## src/sv/assert_macros.svh

```systemverilog
// Assertion macros shared by the beta core RTL.
// Depends on nothing; define NO_ASSERTIONS to compile the checks out.
`ifndef ASSERT_MACROS_SVH
`define ASSERT_MACROS_SVH
`ifndef NO_ASSERTIONS
// Property checked at every clock edge outside reset
`define NCB_ASSERT(label, clk, rst_n, prop, msg) \
    label: assert property (@(posedge clk) disable iff (!rst_n) prop) else $error(msg);
// Condition that must be followed by another one in the next cycle
`define NCB_ASSERT_NEXT(label, clk, rst_n, ante, cons, msg) \
    label: assert property (@(posedge clk) disable iff (!rst_n) (ante) |=> (cons)) \
        else $error(msg);
`else
`define NCB_ASSERT(label, clk, rst_n, prop, msg)
`define NCB_ASSERT_NEXT(label, clk, rst_n, ante, cons, msg)
`endif
`endif

```

## src/sv/ncb_pkg.sv

```systemverilog
// Shared types, widths, register codes and the color distance function
// for the neighbor contrast beta core. No dependencies.
`timescale 1ns / 1ps
`default_nettype none

package ncb_pkg;

    localparam int CH_W       = 8;
    localparam int PIX_W      = 3 * CH_W;
    localparam int DIM_W      = 12;
    localparam int SUM_W      = 48;
    localparam int BETA_W     = 48;
    localparam int DIST_W     = 18;          // 3 * 255^2 fits
    localparam int ADD_W      = DIST_W + 2;  // four distances per pixel
    localparam int NUM_W      = 2 * DIM_W + 2;
    localparam int APB_ADDR_W = 3;
    localparam int APB_DATA_W = 32;

    localparam int MAX_HEIGHT        = 2048;
    localparam int DEF_MAX_WIDTH     = 2048;
    localparam int DEF_FRACTION_BITS = 32;

    localparam logic [DIM_W-1:0] WIDTH_RESET  = 12'd640;
    localparam logic [DIM_W-1:0] HEIGHT_RESET = 12'd480;

    // Register index, taken from address bit 2
    localparam logic REG_IMAGE_WIDTH  = 1'b0;
    localparam logic REG_IMAGE_HEIGHT = 1'b1;

    typedef logic [PIX_W-1:0] t_pixel;

    typedef struct packed {
        logic             valid;
        logic [SUM_W-1:0] sum;
    } t_frame_done;

    typedef struct packed {
        logic [BETA_W-1:0] beta;
        logic [SUM_W-1:0]  sum;
        logic              sat;
    } t_result;

    typedef struct packed {
        logic    idle;
        logic    done;
        t_result result;
    } t_div_status;

    // Squared color distance over the three channels
    function automatic logic [DIST_W-1:0] sq_dist(t_pixel a, t_pixel b);
        logic signed [CH_W:0]     d;
        logic signed [2*CH_W+1:0] p;
        logic [DIST_W-1:0]        s;
        s = '0;
        for (int k = 0; k < 3; k++) begin
            d = $signed({1'b0, a[k*CH_W +: CH_W]}) - $signed({1'b0, b[k*CH_W +: CH_W]});
            p = (2*CH_W+2)'(d) * (2*CH_W+2)'(d);
            s = s + DIST_W'($unsigned(p));
        end
        return s;
    endfunction

endpackage

`default_nettype wire

```

## src/sv/ncb_div.sv

```systemverilog
// Beta divider: floor(N * 2^FRACTION_BITS / (2 * sum)), one quotient bit per
// cycle, with saturation to 48 bits. Depends on ncb_pkg and assert_macros.svh.
`timescale 1ns / 1ps
`default_nettype none
`include "assert_macros.svh"

module ncb_div #(
    parameter int FRACTION_BITS = ncb_pkg::DEF_FRACTION_BITS
) (
    input  logic                      i_clk,
    input  logic                      i_rst_n,
    input  ncb_pkg::t_frame_done      i_start,
    input  logic [ncb_pkg::NUM_W-1:0] i_num,
    input  logic                      i_take,
    output ncb_pkg::t_div_status      o_status
);
    import ncb_pkg::*;

    localparam int STEPS  = NUM_W + FRACTION_BITS;
    localparam int STEP_W = $clog2(STEPS);
    localparam int DEN_W  = SUM_W + 1;
    localparam int REM_W  = SUM_W + 2;

    typedef enum logic [1:0] {
        ST_IDLE,
        ST_RUN,
        ST_DONE
    } t_div_state;

    t_div_state        r_state;
    logic [STEP_W-1:0] r_step;
    logic [REM_W-1:0]  r_rem;
    logic [DEN_W-1:0]  r_den;
    logic [NUM_W-1:0]  r_num;
    logic [BETA_W-1:0] r_quo;
    logic              r_sat;
    logic [SUM_W-1:0]  r_sum;

    logic [REM_W-1:0]  rem_sh;
    logic [REM_W-1:0]  rem_diff;
    logic              q_bit;

    // one restoring step: bring down the next dividend bit
    assign rem_sh   = {r_rem[REM_W-2:0], r_num[NUM_W-1]};
    assign q_bit    = (rem_sh >= REM_W'(r_den));
    assign rem_diff = rem_sh - REM_W'(r_den);

    always_ff @(posedge i_clk) begin
        if (!i_rst_n) begin
            r_state <= ST_IDLE;
            r_step  <= '0;
            r_sat   <= 1'b0;
        end else begin
            unique case (r_state)
                ST_IDLE: begin
                    if (i_start.valid) begin
                        r_sum   <= i_start.sum;
                        r_den   <= {i_start.sum, 1'b0};
                        r_num   <= i_num;
                        r_rem   <= '0;
                        r_quo   <= '0;
                        r_sat   <= 1'b0;
                        r_step  <= '0;
                        // zero sum: beta is zero, nothing to divide
                        r_state <= (i_start.sum == '0) ? ST_DONE : ST_RUN;
                    end
                end
                ST_RUN: begin
                    r_rem  <= q_bit ? rem_diff : rem_sh;
                    r_quo  <= {r_quo[BETA_W-2:0], q_bit};
                    r_sat  <= r_sat | r_quo[BETA_W-1];
                    r_num  <= {r_num[NUM_W-2:0], 1'b0};
                    r_step <= r_step + STEP_W'(1);
                    if (r_step == STEP_W'(STEPS - 1)) begin
                        r_state <= ST_DONE;
                    end
                end
                ST_DONE: begin
                    if (i_take) begin
                        r_state <= ST_IDLE;
                    end
                end
                default: begin
                    r_state <= ST_IDLE;
                end
            endcase
        end
    end

    assign o_status.idle        = (r_state == ST_IDLE);
    assign o_status.done        = (r_state == ST_DONE);
    assign o_status.result.beta = r_sat ? '1 : r_quo;
    assign o_status.result.sum  = r_sum;
    assign o_status.result.sat  = r_sat;

    `NCB_ASSERT(a_start_when_idle, i_clk, i_rst_n, i_start.valid |-> (r_state == ST_IDLE), "frame end while divider busy")
    `NCB_ASSERT(a_run_den_nonzero, i_clk, i_rst_n, (r_state == ST_RUN) |-> (r_den != '0), "division by zero")
    `NCB_ASSERT_NEXT(a_done_holds, i_clk, i_rst_n, ((r_state == ST_DONE) && !i_take), ((r_state == ST_DONE) && $stable(r_quo) && $stable(r_sat)), "result changed before taken")

endmodule

`default_nettype wire

```

## config.mk

```make
export PLATFORM = sky130hd
export DESIGN_NAME = ncb_div
export DESIGN_NICKNAME = d
export VERILOG_FILES = /design/src/sv/ncb_pkg.sv /design/src/sv/ncb_div.sv
export VERILOG_INCLUDE_DIRS = /design/src /design/src/sv
export SDC_FILE = /design/constraint.sdc
export NUM_CORES = 1
export LEC_CHECK = 0
export ABC_CLOCK_PERIOD_IN_PS = 7780
export BUFFER_PORTS_ARGS = -buffer_cell sky130_fd_sc_hd__buf_2
export CAP_MARGIN = 10
export CORE_UTILIZATION = 44
export DETAILED_ROUTE_END_ITERATION = 16
export PLACE_DENSITY = 0.61
export SLEW_MARGIN = 20
export SYNTH_ARGS = -nofsm -noshare
export SYNTH_HDL_FRONTEND = slang
export SYNTH_SLANG_ARGS = --single-unit
```

## constraint.sdc

```tcl
create_clock -name i_clk -period 7.78 [get_ports i_clk]
set_input_delay 1.167 -clock i_clk [delete_from_list [all_inputs] [get_ports i_clk]]
set_output_delay 1.167 -clock i_clk [all_outputs]
set_load 0.03 [all_outputs]
```

After elaboration in Yosys (flattened, before gate mapping):

Cells that the tools add are included.

* flip-flop bits (word level): 180
* input port bits: 78
* output and inout bits: 99
* logic and storage cells: 41

* add/sub/neg operators: 2
* magnitude comparators: 1
* equality and inequality tests: 6
* mux-type cells: 17
* bitwise operators: 1
* reductions and logical operators: 7

Operator list (number)
* two-way mux 49 bit: 2
* case mux 49 bit (2 select lines): 1
* two-way mux 48 bit: 2
* case mux 48 bit (2 select lines): 1
* case mux 26 bit (2 select lines): 1
* >= comparator 50 x 49 -> 1 bit: 1
* subtractor 49 bit: 1
* logical NOT 48 bit: 1
* two-way mux 26 bit: 1
* case mux 6 bit (2 select lines): 1
* AND reduction 3 bit: 3
* two-way mux 2 bit: 4
* adder 6 x 1 -> 6 bit (second input constant): 1
* equality test 6 bit (second input constant): 1
* two-way mux 6 bit: 1
* inequality test 2 bit (second input constant): 3
* case mux 2 bit (3 select lines): 1
* equality test 2 x 1 -> 1 bit (second input constant): 1
* equality test 2 bit (second input constant): 1
* logical NOT 2 bit: 1
* case mux 1 bit (2 select lines): 1
* AND reduction 2 bit: 1
* nonzero test 2 bit: 1
* two-way mux 1 bit: 1
* OR 1 bit: 1

Logic depth before layout (Yosys ltp):

Gate-level depths: netlist of run 1.

* depth in word-level cells: 4
* mapped depth: 14
* depth with buffers taken out: 12

Worst setup path after synthesis of run 1:

OpenSTA, ideal clock, no wires.

* path type: input-to-reg
* from: input port i_rst_n
* to: register r_num[0] (enable)
* library setup time: 609 ps
* data arrival time: 6540 ps
* required time: 7171 ps
* setup slack: 631 ps
* cell stages on the path: 2
* path buffers: 0
* cells stage by stage: clkinv_1 -> nor2_1

* cells in the longest elaborated chain, start to end: 1

RTL lines
* from (decl): line ncb_div.sv:11 `input logic i_rst_n,`
* AND reduction 3 bit (no line)
* to (signal assigned): line ncb_div.sv:59 `r_num <= i_num;`
* to (signal assigned): line ncb_div.sv:72 `r_num <= {r_num[NUM_W-2:0], 1'b0};`
* to (decl): line ncb_div.sv:34 `logic [NUM_W-1:0] r_num;`

No other way between the ends.
A chain may end at the register's enable or synchronous reset.

==> results of run 1 <==
## metal layers
layer | global-route usage | vias up | part of all wire
met5 | 0 | - | 0.00051
met3 | 0.05151 | 35 | 0.060
met1 | 0.2960 | 3779 | 0.47
li1 | - | 4037 | -
met2 | 0.3427 | 209 | 0.45
met4 | 0.07283 | 2 | 0.019
## power by group
group	leakage (nW)	switching, mW	internal (mW)
logic	3.37	0.548	0.317
registers	1.71	0.0492	1.19
clock network	0.294	0.459	0.442
## final timing paths
kind / start / end / slack (ns) / cells after the start
max: r_sum[1] / r_rem[6] / 3.94 / 12
min: r_num[3] / r_num[4] / 0.51 / 2
max reg2reg: r_sum[1] / r_rem[6] / 3.94 / 12
min reg2reg: r_num[3] / r_num[4] / 0.51 / 2
## final cells by class
class,instances,area (um^2),area share
Antenna cell,2,5.005,0.0004072
Clock buffer,17,425.4,0.03461
Clock inverter,15,206.4,0.01680
Inverter,67,251.5,0.02046
Multi-Input combinational cell,743,4747,0.3862
Sequential cell,180,5315,0.4325
Tap cell,319,399.1,0.03247
Timing Repair Buffer,184,940.9,0.07656
## cell usage in the layout, fill, tap and decap left out, types with 3 or more instances in the layout
cell / instances
buf_2: 176
edfxtp_1: 171
nand2_1: 137
nor2_1: 69
a21oi_1: 67
inv_1: 64
and2_1: 52
or2_2: 50
ha_1: 50
a21o_1: 31
o21ai_0: 31
mux2i_1: 26
nand3_1: 21
xor2_1: 21
nand4_1: 17
nor3_1: 17
xnor2_1: 17
clkbuf_16: 17
nor4_1: 15
o21bai_1: 12
o211ai_1: 10
dfxtp_1: 9
clkinv_8: 8
buf_4: 8
o21a_1: 7
a211oi_1: 6
or3_1: 6
nor2b_1: 6
and3_1: 5
a22o_1: 5
o31ai_1: 4
nand2b_1: 4
a31oi_1: 4
o22ai_1: 3
a22oi_1: 3
o211a_1: 3
a211oi_2: 3
## cells by family after synthesis
kind of cell | synth area share
xor gates and xnor gates | 0.03167
adders and majority gates | 0.06144
and+or+nand+nor | 0.1929
AOI/OAI and AO/OA | 0.1381
DFF | 0.5058
buffers and inverters | 0.04418
muxes | 0.02584
## registers in the layout, summed over array words and instances, names as in the netlist
signal	cells
r_quo	48
r_num	26
r_sat	1
r_rem	49
r_step	6
r_state	2
r_sum	48
## through the flow
| step | cells | hold slack (ns) | worst slack (ns) |
|---|---|---|---|
| 4_1_cts | 1525 | 0.4937 | 3.883 |
| 5_1_grt | 1525 | 0.5313 | 3.557 |
| 3_5_place_dp | 1493 | 0.4830 | 3.936 |
| 2_1_floorplan | 1033 | 0.4628 | 0.6313 |
| 6_report | 1527 | 0.5055 | 3.941 |
| 3_3_place_gp | 1493 | 0.4844 | 4.055 |
## worst max-delay path, delay by kind of cell, from the launching register on
family                     cells  cell delay (ns)
DFF                            1             0.41
AOI/OAI and AO/OA              5             1.26
and+or+nand+nor                3             0.93
muxes                          1             0.20
adders and majority gates      1             0.30
buffers and inverters          2             0.42
==> key figures, run 1 <==
Logic synthesis
  • Seq/Total Area, Yosys: 0.5058
  • Syn Std Cell Area: 0.01051 mm^2
  • Yosys Warn Count: 0
  • Most frequent cells after synthesis: edfxtp_1 (171), nand2_1 (138), nor2_1 (70)
  • Most common cell in the netlist: edfxtp_1
  • Post-Syn Instances: between 1000 and 1500
  • Synth Flop Type: edfxtp_1
  • Unique masters post-synth: 70
  • Post-synth EDFFs: 171
  • Leading area contributor after synthesis: edfxtp_1
  • Post-synth top area share: 0.4887
  • Net Count, Synth: around 1200
  • Synth async-reset ratio: 0
  • Flops & latches, synth: 180
  • Synth area leaders: edfxtp_1 (49%), ha_1 (6.0%), nand2_1 (4.9%), a21oi_1 (3.2%), and2_1 (3.1%)
  • Avg Inst Size Synth: just over 10 um^2

Place
  • Detailed Place HPWL: 18820 um
  • Placed Area: 0.01165 mm^2
  • Gpl congestion: 0.8898
  • Port-buffer cells: 176

Hold path
  • Worst hold path type: reg -> reg

Worst setup path
  • CP startpoint kind: flop
  • CP max stage delay: 0.73 ns
  • Worst path slowest cell: or3_2
  • Crit path arrival time: 4.00 ns
  • Worst-path cell chain: inv_1 > ha_1 > nor2b_1 > o2111a_1 > o21ai_0 > a21boi_1 > o311ai_2 > a21oi_1 > or3_2 > buf_4 > mux2i_1 > nor2_1
  • Setup crit end kind: flop
  • Crit path required time: 7.94 ns
  • CP max FO: 23
  • Crit Path Class: reg -> reg

Clock tree
  • CTS H-tree lvls: 4
  • Post-CTS Resized: 0
  • # clock sinks: 180
  • CTS Buf Count: 17
  • Post-CTS setup buffer count: 0
  • Clk pin slew, worst setup/hold paths: 0.08 ns
  • CTS tree: yes
  • Hold buffers post-CTS: 0
  • Clk_lat worst skew: 0.44 ns
  • Clock root buffer: clkbuf_16
  • Clock buffer depth: 2

Drt
  • # DRC: 0
  • Routed Antenna Nets: 0
  • DRT Pass-1 Iters: 5
  • Final wirelength: 25720 um
  • DR vias: 8062
  • Via density: 5.280
  • Wirelength per Cell: 16.84 um
  • Initial DRC Count: approximately 500

STA
  • Setup total negative slack: 0 ns
  • Final min period: ~3.8 ns
  • Final Slew Violations: 0
  • Fin Clk Skew: roughly 0.013 ns
  • Final Hold Fails: 0
  • Slew HR: 0.3762
  • Final cycle utilization of the critical path: 0.4934
  • FMAX: 0.2605 GHz
  • Setup violators final: 0
  • Worst-Margin Slew: 0.9358 ns
  • RSZ-0062 raised after global routing: no

Power
  • Power, Total: 3.002 mW
  • Pwr Density: around 240 mW/mm^2
  • P_leak: 5.376 nW
  • Peak VDD IR: 151.7 uV

Floorplan
  • I/O Pins: 177
  • Die area: 0.02450 mm^2
  • Die width: 156.5 um
  • Starting Density: 0.4477
  • Row cnt: 56
  • Area of the core: between 0.02 and 0.025 mm^2
  • Die Ht: 156.5 um

Final layout
  • Fill count: 2186
  • Fin util: 0.5236
  • Final instance area: ~0.012 mm^2
  • Area growth syn-to-layout: 16.97%
  • Share of cells above drive strength 1: 0.2396
  • Final nets: 1322

Global route
  • First-pass GRT wire length: 41540 um
  • Vias in the first global route: 7947
  • Congestion Overflow GR: 0
  • Gr usage total: 0.2183
  • Initial antenna violation count: 3
  • Pin count of the biggest net entering global routing: 72

Status
  • Run status: complete, no violations

Flow run
  • Max-cap violations: 0
(Power assumes the default switching activity.)
==> inputs of run 2 (changes only) <==
- ABC_AREA: unset -> 1
- ABC_CLOCK_PERIOD_IN_PS: 7780 -> 3460
- PLACE_DENSITY: 0.61 -> 0.63
- clock period: 7.78 -> 3.46 ns (I/O delays scaled with it)
==> run 2 against run 1 <==
  * Global-route usage is 2.1 points higher
  * Flip-flop and latch count unchanged
  * First-iteration DRC count is 22% higher
  * Maximum frequency up 38%
  * Clock skew up 0.012 ns
  * Final area rose by 9.7%
  * Sequential power rose by 120%
  * Via count increased by 26%
  * Critical endpoint is now r_rem[20]
  * Largest cell class unchanged
  * Largest power group unchanged
==> key figures, run 2 <==
Logic synthesis
  • Post-synth EDFFs: 171 (unchanged)
  • Flops & latches, synth: 180 (unchanged)
  • Leading area contributor after synthesis: edfxtp_1
  • Seq/Total Area, Yosys: 0.4571 (-0.04872)
  • Synth Flop Type: edfxtp_1
  • Most frequent cells after synthesis: nand2_1 (534), inv_1 (303), nor2_1 (208)
  • Avg Inst Size Synth: 7.368 um^2 (-28%)
  • Post-synth top area share: 0.4416 (-0.04707)
  • Syn Std Cell Area: 0.01163 mm^2 (+11%)
  • Unique masters post-synth: 42 (-40%)
  • Post-Syn Instances: 1578 (+53%)
  • Most common cell in the netlist: nand2_1
  • Net Count, Synth: 1707 (+47%)
  • Yosys Warn Count: 0 (unchanged)
  • Synth area leaders: edfxtp_1 (44%), nand2_1 (17%), inv_1 (9.8%), nor2_1 (6.7%), ha_1 (5.4%)
  • Synth async-reset ratio: 0 (unchanged)

Floorplan
  • Die area: 0.02708 mm^2 (+11%)
  • Area of the core: 0.02598 mm^2 (+11%)
  • Die width: 164.6 um (+5.1%)
  • Starting Density: 0.4475 (about the same)
  • Row cnt: 59 (+5.4%)
  • Die Ht: 164.6 um (+5.1%)
  • I/O Pins: 177 (unchanged)

Drt
  • DR vias: 10130 (+26%)
  • Routed Antenna Nets: 0 (unchanged)
  • DRT Pass-1 Iters: 5 (unchanged)
  • # DRC: 0 (unchanged)
  • Wirelength per Cell: 15.12 um (-10%)
  • Final wirelength: 31750 um (+23%)
  • Via density: 4.824 (-8.6%)
  • Initial DRC Count: 614 (+22%)

Global route
  • Met3 Use GR: 0.05676 (+0.005246)
  • Gr usage total: 0.2398 (+0.02149)
  • First-pass GRT wire length: 49500 um (+19%)
  • Initial antenna violation count: 0 (-3)
  • Met2 Resource Use GR: 0.3730 (+0.03031)
  • GRT met1 Usage: 0.3343 (+0.03831)
  • Pin count of the biggest net entering global routing: 85 (+18%)
  • Gr busiest metal: met2
  • Congestion Overflow GR: 0 (unchanged)
  • Vias in the first global route: 9471 (+19%)

STA
  • Final Hold Fails: 0 (unchanged)
  • Setup total negative slack: 0 ns (unchanged)
  • Worst-Margin Slew: 0.7949 ns (-0.1409 ns)
  • Final min period: 2.787 ns (-1.051 ns)
  • Setup violators final: 0 (unchanged)
  • RSZ-0062 raised after global routing: no
  • Final cycle utilization of the critical path: 0.8056 (+0.3122)
  • Final Slew Violations: 0 (unchanged)
  • Slew HR: 0.4701 (+0.09395)
  • Fin Clk Skew: 0.02499 ns (+0.01152 ns)
  • FMAX: 0.3588 GHz (+38%)

Power
  • Pwr Density: 475.4 mW/mm^2 (+95%)
  • P_leak: 7.015 nW (+30%)
  • Sw frac: 0.3596 (+0.007993)
  • Int Power: 4.105 mW (+110%)
  • Sequential power share: 0.417 (+0.005)
  • Net Sw Power: 2.305 mW (+120%)
  • Clk pwr share: 0.312 (+0.012)
  • Peak VDD IR: 293.6 uV (+94%)
  • Power, Total: 6.410 mW (+110%)
  • Combinational power share: 0.271 (-0.017)

Final layout
  • Share of cells above drive strength 1: 0.1484 (-0.09119)
  • Largest registers: r_rem: 49 flops, r_quo: 48 flops, r_sum: 48 flops
  • Final instance area: 0.01348 mm^2 (+9.7%)
  • Most common cell after layout, fill and taps aside: nand2_1
  • Max reg flops: 49 (unchanged)
  • Most frequent cells in the layout: nand2_1 (534), inv_1 (302), nor2_1 (205)
  • Final nets: 1881 (+42%)
  • Largest Register: r_rem
  • N_diodes: 0 (-2)
  • Area growth syn-to-layout: 15.97%
  • Fill count: 2639 (+21%)

Worst setup path
  • RR Startpoint: r_rem[9]
  • Crit path arrival time: 2.98 ns (-1.02 ns)
  • Crit path required time: 3.65 ns (-4.29 ns)
  • CP max FO: 28 (+22%)
  • Setup crit end kind: flop
  • Crit Path Class: reg -> reg
  • CP startpoint kind: flop
  • Critical Path Source: r_rem[9]

Hold path
  • Worst hold path type: in -> reg
  • Min-delay src: i_start[43]

Place
  • Placed Area: 0.01287 mm^2 (+10%)
  • Gpl congestion: 1.008 (+13%)
  • Port-buffer cells: 176 (unchanged)
  • Detailed Place HPWL: 24590 um (+31%)

Clock tree
  • CTS Buf Count: 17 (unchanged)
  • Post-CTS Resized: 0 (unchanged)
  • Clk_lat worst skew: 0.45 ns (about the same)
  • Clk pin slew, worst setup/hold paths: 0.09 ns (about the same)
  • Clock root buffer: clkbuf_16
  • CTS H-tree lvls: 4 (unchanged)
  • Clock buffer depth: 2 (unchanged)
  • CTS tree: yes
  • # clock sinks: 180 (unchanged)
  • Post-CTS setup buffer count: 0 (unchanged)
  • Hold buffers post-CTS: 0 (unchanged)

Status
  • Run status: complete, no violations

Flow run
  • Max-cap violations: 0 (unchanged)
-- run 2: logic make-up after synthesis --
| kind of cell | Yosys count | share of synthesized area |
|---|---|---|
| and+or+nand+nor | 879 | 0.3081 |
| buffers and inverters | 347 | 0.1161 |
| DFF | 180 | 0.4571 |
| AOI/OAI and AO/OA | 95 | 0.04358 |
| adders and majority gates | 51 | 0.05553 |
| xor gates and xnor gates | 26 | 0.01958 |
-- run 2: per-stage QoR --
step / hold slack (ns) / worst slack [ns] / util / instances
5_1_grt: 0.2388 / 0.4517 / 0.5189 / 2100
4_1_cts: 0.2395 / 0.6722 / 0.5188 / 2100
6_report: 0.2527 / 0.6726 / 0.5189 / 2100
3_3_place_gp: 0.4772 / 0.7342 / 0.4954 / 2068
2_1_floorplan: 0.4573 / 0.006037 / - / 1578
3_5_place_dp: 0.4742 / 0.6874 / 0.4954 / 2068
-- run 2: critical path, cell delays in order, from the launching register on --
cell	delay, ns
edfxtp_1	0.40
ha_1	0.37
nand2_1	0.10
nor2_1	0.31
nand2_1	0.15
nor2_1	0.14
nand3_1	0.08
nand3_1	0.08
nor2_2	0.06
nand2_4	0.28
inv_2	0.28
nor2_1	0.21
nor2_1	0.07
-- run 2: worst paths after layout --
kind	cells after the start	end	slack, ns
min	1	r_sum[43]	0.25
max	12	r_rem[20]	0.67
max reg2reg	12	r_rem[20]	0.67
min reg2reg	2	r_step[3]	0.50
-- run 2: power by group through the flow --
stage	logic, mW	clock network (mW)	registers (mW)
finish	1.74	2.00	2.67
global route	1.94	2.12	2.69
CTS	1.74	2.06	2.67
global placement	1.72	0	2.72
detailed placement	1.73	0	2.72
floorplan	1.20	0	2.76
-- run 2: metal layers --
layer | vias to the layer above | wire length, um
met5 | - | 0
met2 | 270 | 14210
li1 | 5235 | -
met3 | 29 | 1967
met1 | 4596 | 15130
met4 | 0 | 446
-- run 2: cell type report --
type                       instances  area, um^2  share of cell area
clock buffer                      18       429.2             0.03183
clock inverter                    14       177.7             0.01318
inverter                         316        1186             0.08797
multi-input combinational       1051        4985              0.3697
sequential                       180        5315              0.3942
tap                              335       419.2             0.03108
timing repair buffer             186       972.2             0.07210
